**src/hw/rtl/kscm_pkg.sv**
```systemverilog
// kscm_pkg: widths, defaults, register map and cell handshake types for
// the k-way sorted count merge. No dependencies.
package kscm_pkg;

  localparam int LANES_DEF    = 8;
  localparam int KEY_BITS_DEF = 64;

  // fixed field widths on the channels
  localparam int LANE_W  = 3;
  localparam int KEY_W   = 64;
  localparam int COUNT_W = 32;
  localparam int CFG_W   = 4;

  // APB register port
  localparam int APB_AW = 3;
  localparam int APB_DW = 32;

  // register index, taken from paddr[APB_AW-1]
  localparam logic REG_LANES_IN_USE = 1'b0;
  localparam logic [CFG_W-1:0] LANES_IN_USE_RST = CFG_W'(8);

  // per-cell control from the sequencer
  typedef struct packed {
    logic wr;     // input word addressed to this lane
    logic eol;    // word marks the lane ended
    logic clr;    // result of this lane is being emitted
  } kscm_cell_ctl_t;

  // per-cell status back to the sequencer
  typedef struct packed {
    logic               waiting;
    logic               ended;
    logic               hit;
    logic [COUNT_W-1:0] count;
  } kscm_cell_sts_t;

endpackage

```
**src/hw/rtl/kscm_if.sv**
```systemverilog
// kscm_if: valid/ready channel interfaces for input records and merged
// results. Depends on kscm_pkg.
interface kscm_in_if import kscm_pkg::*; ();
  logic               valid;
  logic               ready;
  logic [LANE_W-1:0]  lane;
  logic [KEY_W-1:0]   record_key;
  logic [COUNT_W-1:0] record_count;
  logic               end_of_lane;

  modport source (output valid, lane, record_key, record_count, end_of_lane, input ready);
  modport sink   (input valid, lane, record_key, record_count, end_of_lane, output ready);
endinterface

interface kscm_out_if import kscm_pkg::*; ();
  logic               valid;
  logic               ready;
  logic [LANE_W-1:0]  out_lane;
  logic [KEY_W-1:0]   merged_key;
  logic [COUNT_W-1:0] lane_count;
  logic               row_last;

  modport source (output valid, out_lane, merged_key, lane_count, row_last, input ready);
  modport sink   (input valid, out_lane, merged_key, lane_count, row_last, output ready);
endinterface

```
**src/hw/rtl/kscm_cell.sv**
```systemverilog
// kscm_cell: one lane of the merge chain. Holds the lane's head record and
// flags, and folds its key into the running minimum passed to the next cell.
// Depends on kscm_pkg.
module kscm_cell import kscm_pkg::*; #(
  parameter int KEY_BITS = KEY_BITS_DEF
) (
  input  logic                clk_i,
  input  logic                rst_ni,
  input  logic                act_i,
  input  kscm_cell_ctl_t      ctl_i,
  input  logic [KEY_BITS-1:0] key_i,
  input  logic [COUNT_W-1:0]  count_i,
  input  logic [KEY_BITS-1:0] best_i,
  input  logic                min_vld_i,
  input  logic [KEY_BITS-1:0] min_key_i,
  output logic                min_vld_o,
  output logic [KEY_BITS-1:0] min_key_o,
  output kscm_cell_sts_t      sts_o
);

  logic [KEY_BITS-1:0] key_q, key_d;
  logic [COUNT_W-1:0]  cnt_q, cnt_d;
  logic                wait_q, wait_d;
  logic                end_q, end_d;
  logic                mvld_q, mvld_d;
  logic [KEY_BITS-1:0] mkey_q, mkey_d;
  logic                holds;
  logic                hit;

  assign holds = act_i & ~end_q & ~wait_q;
  assign hit   = holds & (key_q == best_i);

  always_comb begin
    key_d  = key_q;
    cnt_d  = cnt_q;
    wait_d = wait_q;
    end_d  = end_q;
    if (ctl_i.wr && act_i && wait_q && !end_q) begin
      if (ctl_i.eol) begin
        end_d = 1'b1;
      end else begin
        key_d = key_i;
        cnt_d = count_i;
      end
      wait_d = 1'b0;
    end else if (ctl_i.clr && hit) begin
      wait_d = 1'b1;
    end
  end

  // running minimum, one cell further each cycle
  always_comb begin
    if (holds && (!min_vld_i || key_q < min_key_i)) begin
      mvld_d = 1'b1;
      mkey_d = key_q;
    end else begin
      mvld_d = min_vld_i;
      mkey_d = min_key_i;
    end
  end

  always_ff @(posedge clk_i or negedge rst_ni) begin
    if (!rst_ni) begin
      wait_q <= 1'b1;
      end_q  <= 1'b0;
      mvld_q <= 1'b0;
    end else begin
      wait_q <= wait_d;
      end_q  <= end_d;
      mvld_q <= mvld_d;
    end
  end

  always_ff @(posedge clk_i) begin
    key_q  <= key_d;
    cnt_q  <= cnt_d;
    mkey_q <= mkey_d;
  end

  assign min_vld_o     = mvld_q;
  assign min_key_o     = mkey_q;
  assign sts_o.waiting = wait_q;
  assign sts_o.ended   = end_q;
  assign sts_o.hit     = hit;
  assign sts_o.count   = cnt_q;

endmodule

```
**src/hw/rtl/kway_sorted_count_merge.sv**
```systemverilog
// kway_sorted_count_merge: k-way merge of key-sorted (key, count) streams.
// One input word at a time: the word is accepted, then the row is checked. An input
// that completes a row starts a scan through the cell chain, then one result per
// cycle for each lane in use while the output is not stalled. Output stalls hold
// the row in place.
// Reset: all lanes waiting, none ended, lanes_in_use = 8; heads are undefined.
module kway_sorted_count_merge import kscm_pkg::*; #(
  parameter int LANES    = LANES_DEF,
  parameter int KEY_BITS = KEY_BITS_DEF
) (
  input  logic              clk_i,
  input  logic              rst_ni,
  kscm_in_if.sink           rec_i,
  kscm_out_if.source        res_o,
  input  logic              psel,
  input  logic              penable,
  input  logic              pwrite,
  input  logic [APB_AW-1:0] paddr,
  input  logic [APB_DW-1:0] pwdata,
  output logic [APB_DW-1:0] prdata,
  output logic              pready
);

  localparam int IDX_W  = $clog2(LANES);
  localparam int NCNT_W = $clog2(LANES + 1);

  localparam logic [1:0] ST_IDLE  = 2'd0;
  localparam logic [1:0] ST_CHECK = 2'd1;
  localparam logic [1:0] ST_SCAN  = 2'd2;
  localparam logic [1:0] ST_EMIT  = 2'd3;

  logic [1:0]          state_q, state_d;
  logic [CFG_W-1:0]    lanes_in_use_q;
  logic [NCNT_W-1:0]   n_eff;
  logic [IDX_W-1:0]    cnt_q, cnt_d;
  logic [IDX_W-1:0]    idx_q, idx_d;
  logic [KEY_BITS-1:0] best_q;
  logic                out_vld_q, out_vld_d;
  logic [LANE_W-1:0]   out_lane_q;
  logic [KEY_W-1:0]    out_key_q;
  logic [COUNT_W-1:0]  out_cnt_q;
  logic                out_last_q;

  logic                rec_acc;
  logic                emit_go;
  logic                idx_last;
  logic                row_ok;
  logic [LANES-1:0]    act;
  logic [LANES-1:0]    waiting;
  logic [LANES-1:0]    ended;
  kscm_cell_ctl_t      ctl   [LANES];
  kscm_cell_sts_t      sts   [LANES];
  logic                mvld  [LANES+1];
  logic [KEY_BITS-1:0] mkey  [LANES+1];
  kscm_cell_sts_t      sel;

  // ---- register port ----
  assign pready = 1'b1;
  assign prdata = (paddr[APB_AW-1] == REG_LANES_IN_USE) ? APB_DW'(lanes_in_use_q) : '0;

  always_ff @(posedge clk_i or negedge rst_ni) begin
    if (!rst_ni) begin
      lanes_in_use_q <= LANES_IN_USE_RST;
    end else if (psel && penable && pwrite && (paddr[APB_AW-1] == REG_LANES_IN_USE)) begin
      lanes_in_use_q <= pwdata[CFG_W-1:0];
    end
  end

  always_comb begin
    if (lanes_in_use_q == '0) begin
      n_eff = NCNT_W'(1);
    end else if (32'(lanes_in_use_q) > LANES) begin
      n_eff = NCNT_W'(LANES);
    end else begin
      n_eff = NCNT_W'(lanes_in_use_q);
    end
  end

  // ---- cell chain ----
  assign rec_acc = rec_i.valid & rec_i.ready;
  assign mvld[0] = 1'b0;
  assign mkey[0] = '0;

  for (genvar g = 0; g < LANES; g++) begin : g_cell
    assign act[g]     = n_eff > NCNT_W'(g);
    assign ctl[g].wr  = rec_acc && (32'(rec_i.lane) == g);
    assign ctl[g].eol = rec_i.end_of_lane;
    assign ctl[g].clr = emit_go && (32'(idx_q) == g);
    assign waiting[g] = sts[g].waiting;
    assign ended[g]   = sts[g].ended;

    kscm_cell #(
      .KEY_BITS(KEY_BITS)
    ) u_cell (
      .clk_i    (clk_i),
      .rst_ni   (rst_ni),
      .act_i    (act[g]),
      .ctl_i    (ctl[g]),
      .key_i    (rec_i.record_key[KEY_BITS-1:0]),
      .count_i  (rec_i.record_count),
      .best_i   (best_q),
      .min_vld_i(mvld[g]),
      .min_key_i(mkey[g]),
      .min_vld_o(mvld[g+1]),
      .min_key_o(mkey[g+1]),
      .sts_o    (sts[g])
    );
  end

  // a row is due when every lane in use holds a head or has ended, and one holds
  assign row_ok = (&(~act | ended | ~waiting)) & (|(act & ~ended));

  // ---- sequencer ----
  assign rec_i.ready = (state_q == ST_IDLE);
  assign emit_go     = (state_q == ST_EMIT) && (!out_vld_q || res_o.ready);
  assign idx_last    = (32'(idx_q) + 32'd1) == 32'(n_eff);
  assign sel         = sts[idx_q];

  always_comb begin
    state_d = state_q;
    cnt_d   = cnt_q;
    idx_d   = idx_q;
    case (state_q)
      ST_IDLE: begin
        if (rec_acc) state_d = ST_CHECK;
      end
      ST_CHECK: begin
        cnt_d   = '0;
        idx_d   = '0;
        state_d = row_ok ? ST_SCAN : ST_IDLE;
      end
      ST_SCAN: begin
        // last cell's minimum is settled once the chain has been filled
        if (cnt_q == IDX_W'(LANES - 1)) begin
          state_d = ST_EMIT;
        end else begin
          cnt_d = cnt_q + 1'b1;
        end
      end
      ST_EMIT: begin
        if (emit_go) begin
          if (idx_last) begin
            state_d = ST_IDLE;
          end else begin
            idx_d = idx_q + 1'b1;
          end
        end
      end
      default: state_d = ST_IDLE;
    endcase
  end

  always_comb begin
    out_vld_d = out_vld_q;
    if (emit_go) begin
      out_vld_d = 1'b1;
    end else if (res_o.ready) begin
      out_vld_d = 1'b0;
    end
  end

  always_ff @(posedge clk_i or negedge rst_ni) begin
    if (!rst_ni) begin
      state_q   <= ST_IDLE;
      cnt_q     <= '0;
      idx_q     <= '0;
      out_vld_q <= 1'b0;
    end else begin
      state_q   <= state_d;
      cnt_q     <= cnt_d;
      idx_q     <= idx_d;
      out_vld_q <= out_vld_d;
    end
  end

  always_ff @(posedge clk_i) begin
    if (state_q == ST_SCAN && cnt_q == IDX_W'(LANES - 1)) begin
      best_q <= mkey[LANES];
    end
    if (emit_go) begin
      out_lane_q <= LANE_W'(idx_q);
      out_key_q  <= KEY_W'(best_q);
      out_cnt_q  <= sel.hit ? sel.count : '0;
      out_last_q <= idx_last;
    end
  end

  assign res_o.valid      = out_vld_q;
  assign res_o.out_lane   = out_lane_q;
  assign res_o.merged_key = out_key_q;
  assign res_o.lane_count = out_cnt_q;
  assign res_o.row_last   = out_last_q;

endmodule

```
**src/flat_wrapper.sv**
```systemverilog
// flat-port wrapper written by rule: the top's interface ports become plain ports
module kway_sorted_count_merge_flat import kscm_pkg::*;
#(
  parameter int LANES    = LANES_DEF,
  parameter int KEY_BITS = KEY_BITS_DEF
)
  (clk_i, rst_ni, psel, penable, pwrite, paddr, pwdata, prdata, pready, rec_i_valid, rec_i_lane, rec_i_record_key, rec_i_record_count, rec_i_end_of_lane, rec_i_ready, res_o_valid, res_o_out_lane, res_o_merged_key, res_o_lane_count, res_o_row_last, res_o_ready);
  kscm_in_if rec_i_i ();
  kscm_out_if res_o_i ();
  input  logic clk_i;
  input  logic rst_ni;
  input  logic psel;
  input  logic penable;
  input  logic pwrite;
  input  logic [APB_AW-1:0] paddr;
  input  logic [APB_DW-1:0] pwdata;
  output logic [APB_DW-1:0] prdata;
  output logic pready;
  input wire logic [$bits(rec_i_i.valid)-1:0] rec_i_valid;
  input wire logic [$bits(rec_i_i.lane)-1:0] rec_i_lane;
  input wire logic [$bits(rec_i_i.record_key)-1:0] rec_i_record_key;
  input wire logic [$bits(rec_i_i.record_count)-1:0] rec_i_record_count;
  input wire logic [$bits(rec_i_i.end_of_lane)-1:0] rec_i_end_of_lane;
  output wire logic [$bits(rec_i_i.ready)-1:0] rec_i_ready;
  output wire logic [$bits(res_o_i.valid)-1:0] res_o_valid;
  output wire logic [$bits(res_o_i.out_lane)-1:0] res_o_out_lane;
  output wire logic [$bits(res_o_i.merged_key)-1:0] res_o_merged_key;
  output wire logic [$bits(res_o_i.lane_count)-1:0] res_o_lane_count;
  output wire logic [$bits(res_o_i.row_last)-1:0] res_o_row_last;
  input wire logic [$bits(res_o_i.ready)-1:0] res_o_ready;
  assign rec_i_i.valid = rec_i_valid;
  assign rec_i_i.lane = rec_i_lane;
  assign rec_i_i.record_key = rec_i_record_key;
  assign rec_i_i.record_count = rec_i_record_count;
  assign rec_i_i.end_of_lane = rec_i_end_of_lane;
  assign rec_i_ready = rec_i_i.ready;
  assign res_o_valid = res_o_i.valid;
  assign res_o_out_lane = res_o_i.out_lane;
  assign res_o_merged_key = res_o_i.merged_key;
  assign res_o_lane_count = res_o_i.lane_count;
  assign res_o_row_last = res_o_i.row_last;
  assign res_o_i.ready = res_o_ready;
  kway_sorted_count_merge #(.LANES(LANES), .KEY_BITS(KEY_BITS)) u_core (.clk_i(clk_i), .rst_ni(rst_ni), .rec_i(rec_i_i), .res_o(res_o_i), .psel(psel), .penable(penable), .pwrite(pwrite), .paddr(paddr), .pwdata(pwdata), .prdata(prdata), .pready(pready));
endmodule
```
**config.mk**
```make
export PLATFORM = sky130hd
export DESIGN_NAME = kway_sorted_count_merge_flat
export DESIGN_NICKNAME = d
export VERILOG_FILES = /design/src/hw/rtl/kscm_pkg.sv /design/src/hw/rtl/kscm_if.sv /design/src/hw/rtl/kscm_cell.sv /design/src/hw/rtl/kway_sorted_count_merge.sv /design/src/flat_wrapper.sv
export SDC_FILE = /design/constraint.sdc
export NUM_CORES = 2
export LEC_CHECK = 0
export BUFFER_PORTS_ARGS = -buffer_cell sky130_fd_sc_hd__buf_2
export CAP_MARGIN = 20
export CELL_PAD_IN_SITES_DETAIL_PLACEMENT = 0
export CELL_PAD_IN_SITES_GLOBAL_PLACEMENT = 2
export CORE_ASPECT_RATIO = 0.75
export CORE_MARGIN = 2
export CORE_UTILIZATION = 25
export DETAILED_ROUTE_END_ITERATION = 10
export PLACE_DENSITY_LB_ADDON = 0.1
export SYNTH_ARGS = -nofsm -noshare
export SYNTH_HDL_FRONTEND = slang
export SYNTH_SLANG_ARGS = --single-unit
```
**constraint.sdc**
```tcl
create_clock -name clk_i -period 15.5 [get_ports clk_i]
set_input_delay 3.875 -clock clk_i [delete_from_list [all_inputs] [get_ports clk_i]]
set_output_delay 3.875 -clock clk_i [all_outputs]
set_load 0.1 [all_outputs]
```
==> flow_summary.json <==
{
  "synth_top_cell_area_share_pct": 38.66,
  "synth_edf_count": 932,
  "synth_compound_area_share_pct": 10.75,
  "cp.required_ns": 11.62,
  "place.gp.congestion": 0.8825,
  "critPathCaptureType": "primary output",
  "grt_use_total_pct": 20.20,
  "synth-seq-cells": 1480,
  "layout-drive-gt1-share_pct": 17.83,
  "synth_fa_ha_area_share_pct": 7.761,
  "cellPowerDensity_mw_per_mm2": 159.2,
  "worst-path-buf-inv": 2,
  "worst_pin_slew_ns": 1.340,
  "synthArstFlopShare_pct": 2.432,
  "cts_resized": 0,
  "final_nets": 6790,
  "synth.most_common_cell": "edfxtp_1",
  "clk_latency_ns": 0.87,
  "drt_iter0_markers": 4726,
  "die_h_um": 470.0,
  "crit_family": "buffers and inverters",
  "critPathMaxFanout": 5,
  "clk_pin_slew_worst_paths_ns": 0.06,
  "grt_overflow": 0,
  "cp_common_cell": "buf_2",
  "dp_hpwl_um": 231100,
  "min_period_ns": 8.434,
  "synth_xor_area_share_pct": 5.977,
  "multi_input_area_mm2": 0.02996,
  "seq_area_frac_synth_pct": 54.08,
  "synthMuxAreaShare_pct": 5.147,
  "rsz0062_at_grt": "no",
  "cts_htree_levels": 4,
  "arrival_ns": 4.56,
  "fmax_mhz": 118.6,
  "grt_pass1_wl_um": 410000,
  "crit_type": "input port to primary output",
  "grt_pass1_vias": 48470,
  "synth_top_family_by_area": "simple AND/OR/NAND/NOR gates",
  "cts_tree": "yes",
  "rows": 171,
  "hold_viol_final": 0,
  "netlist_instances": 6016,
  "post_cts_buffers": 0,
  "cts_hold_buf": 0,
  "viasPerCell": 4.945,
  "die_x_um": 625.3,
  "grt_util_met1_pct": 30.49,
  "p_leak_nw": 31.37,
  "synth_commonest_cells": "edfxtp_1, dfxtp_1, inv_1",
  "cts.sinks": 1480,
  "start_util_pct": 25.06,
  "use_met3_pct": 5.356,
  "status": "finished, final reports clean",
  "grt_max_degree": 102,
  "synth_flop_cell": "edfxtp_1",
  "drtAntennaViolNets": 0,
  "wirelength_um": 304400,
  "min_path_type": "flip-flop to flip-flop",
  "dieArea_mm2": 0.2939,
  "cp-start-kind": "input port",
  "finalCritPeriodShare_pct": 54.41,
  "boundaryPins": 277,
  "setup_violations": 0,
  "antenna_found_initial": 26,
  "place_ws_ns": 7.068,
  "synth-simple-area-share_pct": 11.26,
  "p_total_mw": 13.36,
  "slew_headroom_pct": 10.02,
  "yosys_warnings": 0,
  "fillers": 29450,
  "numPortBuffers": 217,
  "netlist_area_mm2": 0.07239,
  "syn2layout_area_growth_pct": 15.89,
  "wl_per_cell_um": 29.99,
  "firstDrtPassIters": 5,
  "maxSlewViolCount": 0,
  "drv_cap": 0,
  "grt.busiest_layer": "met1",
  "met2_usage_pct": 28.59,
  "synth_area_leaders": "edfxtp_1, dfxtp_1, ha_1",
  "finalClockSkew_ns": 0.08177,
  "crit_path_top_delay_cell": "buf_2",
  "numCtsBuffers": 178,
  "cts-root-buf": "clkbuf_16",
  "post-route-util_pct": 29.04,
  "vias": 50210,
  "core-area_mm2": 0.2888,
  "clock_path_buffers": 4,
  "syn_avg_cell_area_um2": 12.03,
  "drc_errors": 0,
  "synth_top_cell_by_area": "edfxtp_1",
  "cp_cell_sequence": "buf_2 -> nor2b_1 -> buf_2",
  "final-seq-area_mm2": 0.03917,
  "setup-tns-final_ns": 0,
  "slowest_delay_ns": 0.44,
  "peakVddDrop_mv": 0.08898,
  "worst_slack_ns": 7.066,
  "synthDistinctLibCells": 75
}
==> cell usage in the layout (no fill, tap or decap), drive strengths merged, types with 27 or more instances in the layout <==
cell / netlist / routed
buf: 172 / 382
nand3b: 190 / 190
clkbuf: 234 / 253
edfxtp: 932 / 932
nand4: 422 / 422
inv: 467 / 472
xor2: 181 / 181
nand2: 395 / 395
nand3: 97 / 97
nor2: 107 / 107
a21oi: 156 / 156
dfrtp: 27 / 27
nor2b: 29 / 29
nor3: 42 / 42
clkinv: 1 / 35
dfxtp: 512 / 512
ha: 449 / 449
o311a: 65 / 65
mux4: 66 / 66
nor4: 77 / 77
o221a: 187 / 187
o21ai: 58 / 58
mux2: 196 / 196
o211ai: 198 / 198
a21o: 116 / 116
o311ai: 64 / 64
xnor2: 313 / 313
and2: 62 / 62
conb: 2 / 29
==> metrics by stage <==
step | instance area (µm²) | hold slack [ns] | cells
floorplan | 72490 | 0.3855 | 6043
global placement | 77880 | 0.3856 | 9807
detailed placement | 77920 | 0.3887 | 9811
CTS | 83740 | 0.4022 | 10130
global route | 83880 | 0.4071 | 10150
finish | 83890 | 0.4000 | 10150
==> path summary, 6_finish.rpt <==
kind | from | to | slack (ns) | cells after the start
worst max-delay path | paddr[2] | prdata[2] | 7.07 | 3
worst min-delay path | u_core.g_cell[7].u_cell.min_key_o[25]$_DFF_P_ | u_core.best_q[25]$_DFFE_PP_ | 0.40 | 0
worst max register to register | u_core.lanes_in_use_q[3]$_DFFE_PN1P_ | u_core.g_cell[2].u_cell.min_key_o[11]$_DFF_P_ | 10.20 | 10
worst min register to register | u_core.g_cell[7].u_cell.min_key_o[25]$_DFF_P_ | u_core.best_q[25]$_DFFE_PP_ | 0.40 | 0
max in group asynchronous | rst_ni | u_core.g_cell[0].u_cell.min_vld_o$_DFF_PN0_ | 11.81 | 2
min in group asynchronous | rst_ni | u_core.idx_q[0]$_DFFE_PN0P_ | 3.13 | 2
==> logic make-up (layout without fill, tap and decap cells) <==
family	Yosys count	in the layout
simple gates	1487	1487
fa+ha+maj	449	449
buf+inv	874	1167
compound gates	966	966
flops	1480	1480
mux	264	264
xor+xnor	494	494
other cells	2	39
==> registers in the layout (all words and copies together) (netlist names), 3 cells and up, named ones only <==
| signal | cells |
|---|---|
| u_core.best_q | 64 |
| u_core.cnt_q | 3 |
| u_core.g_cell.u_cell.cnt_q | 256 |
| u_core.g_cell.u_cell.end_q | 8 |
| u_core.g_cell.u_cell.key_q | 512 |
| u_core.g_cell.u_cell.min_key_o | 512 |
| u_core.g_cell.u_cell.min_vld_o | 7 |
| u_core.g_cell.u_cell.wait_q | 8 |
| u_core.idx_q | 3 |
| u_core.lanes_in_use_q | 4 |
| u_core.res_o.lane_count | 32 |
| u_core.res_o.merged_key | 64 |
| u_core.res_o.out_lane | 3 |
==> power breakdown <==
group | internal [mW] | total [mW] | leakage, nW | switching [mW]
Sequential | 4.83 | 5.19 | 13.1 | 0.357
Clock | 2.52 | 4.30 | 2.82 | 1.78
Combinational | 1.40 | 3.87 | 15.4 | 2.47
Total | 8.76 | 13.4 | 31.4 | 4.60
==> layout make-up <==
type,instances,area share (%)
Antenna cell,10,0.02983
Clock buffer,253,6.036
Inverter,468,2.094
Multi-Input combinational cell,3689,35.71
Sequential cell,1480,46.69
Clock inverter,64,0.9008
Tap cell,3806,5.676
Timing Repair Buffer,382,2.867
==> layer usage <==
layer | vias to the layer above | part of all wire, % | wire, µm
met2 | 1360 | 41 | 124200
met3 | 284 | 7.1 | 21710
met5 | - | 0.013 | 41
li1 | 22940 | - | -
met1 | 25620 | 50 | 153200
met4 | 6 | 1.7 | 5314
Note: power is estimated with default switching activity, not from simulation.
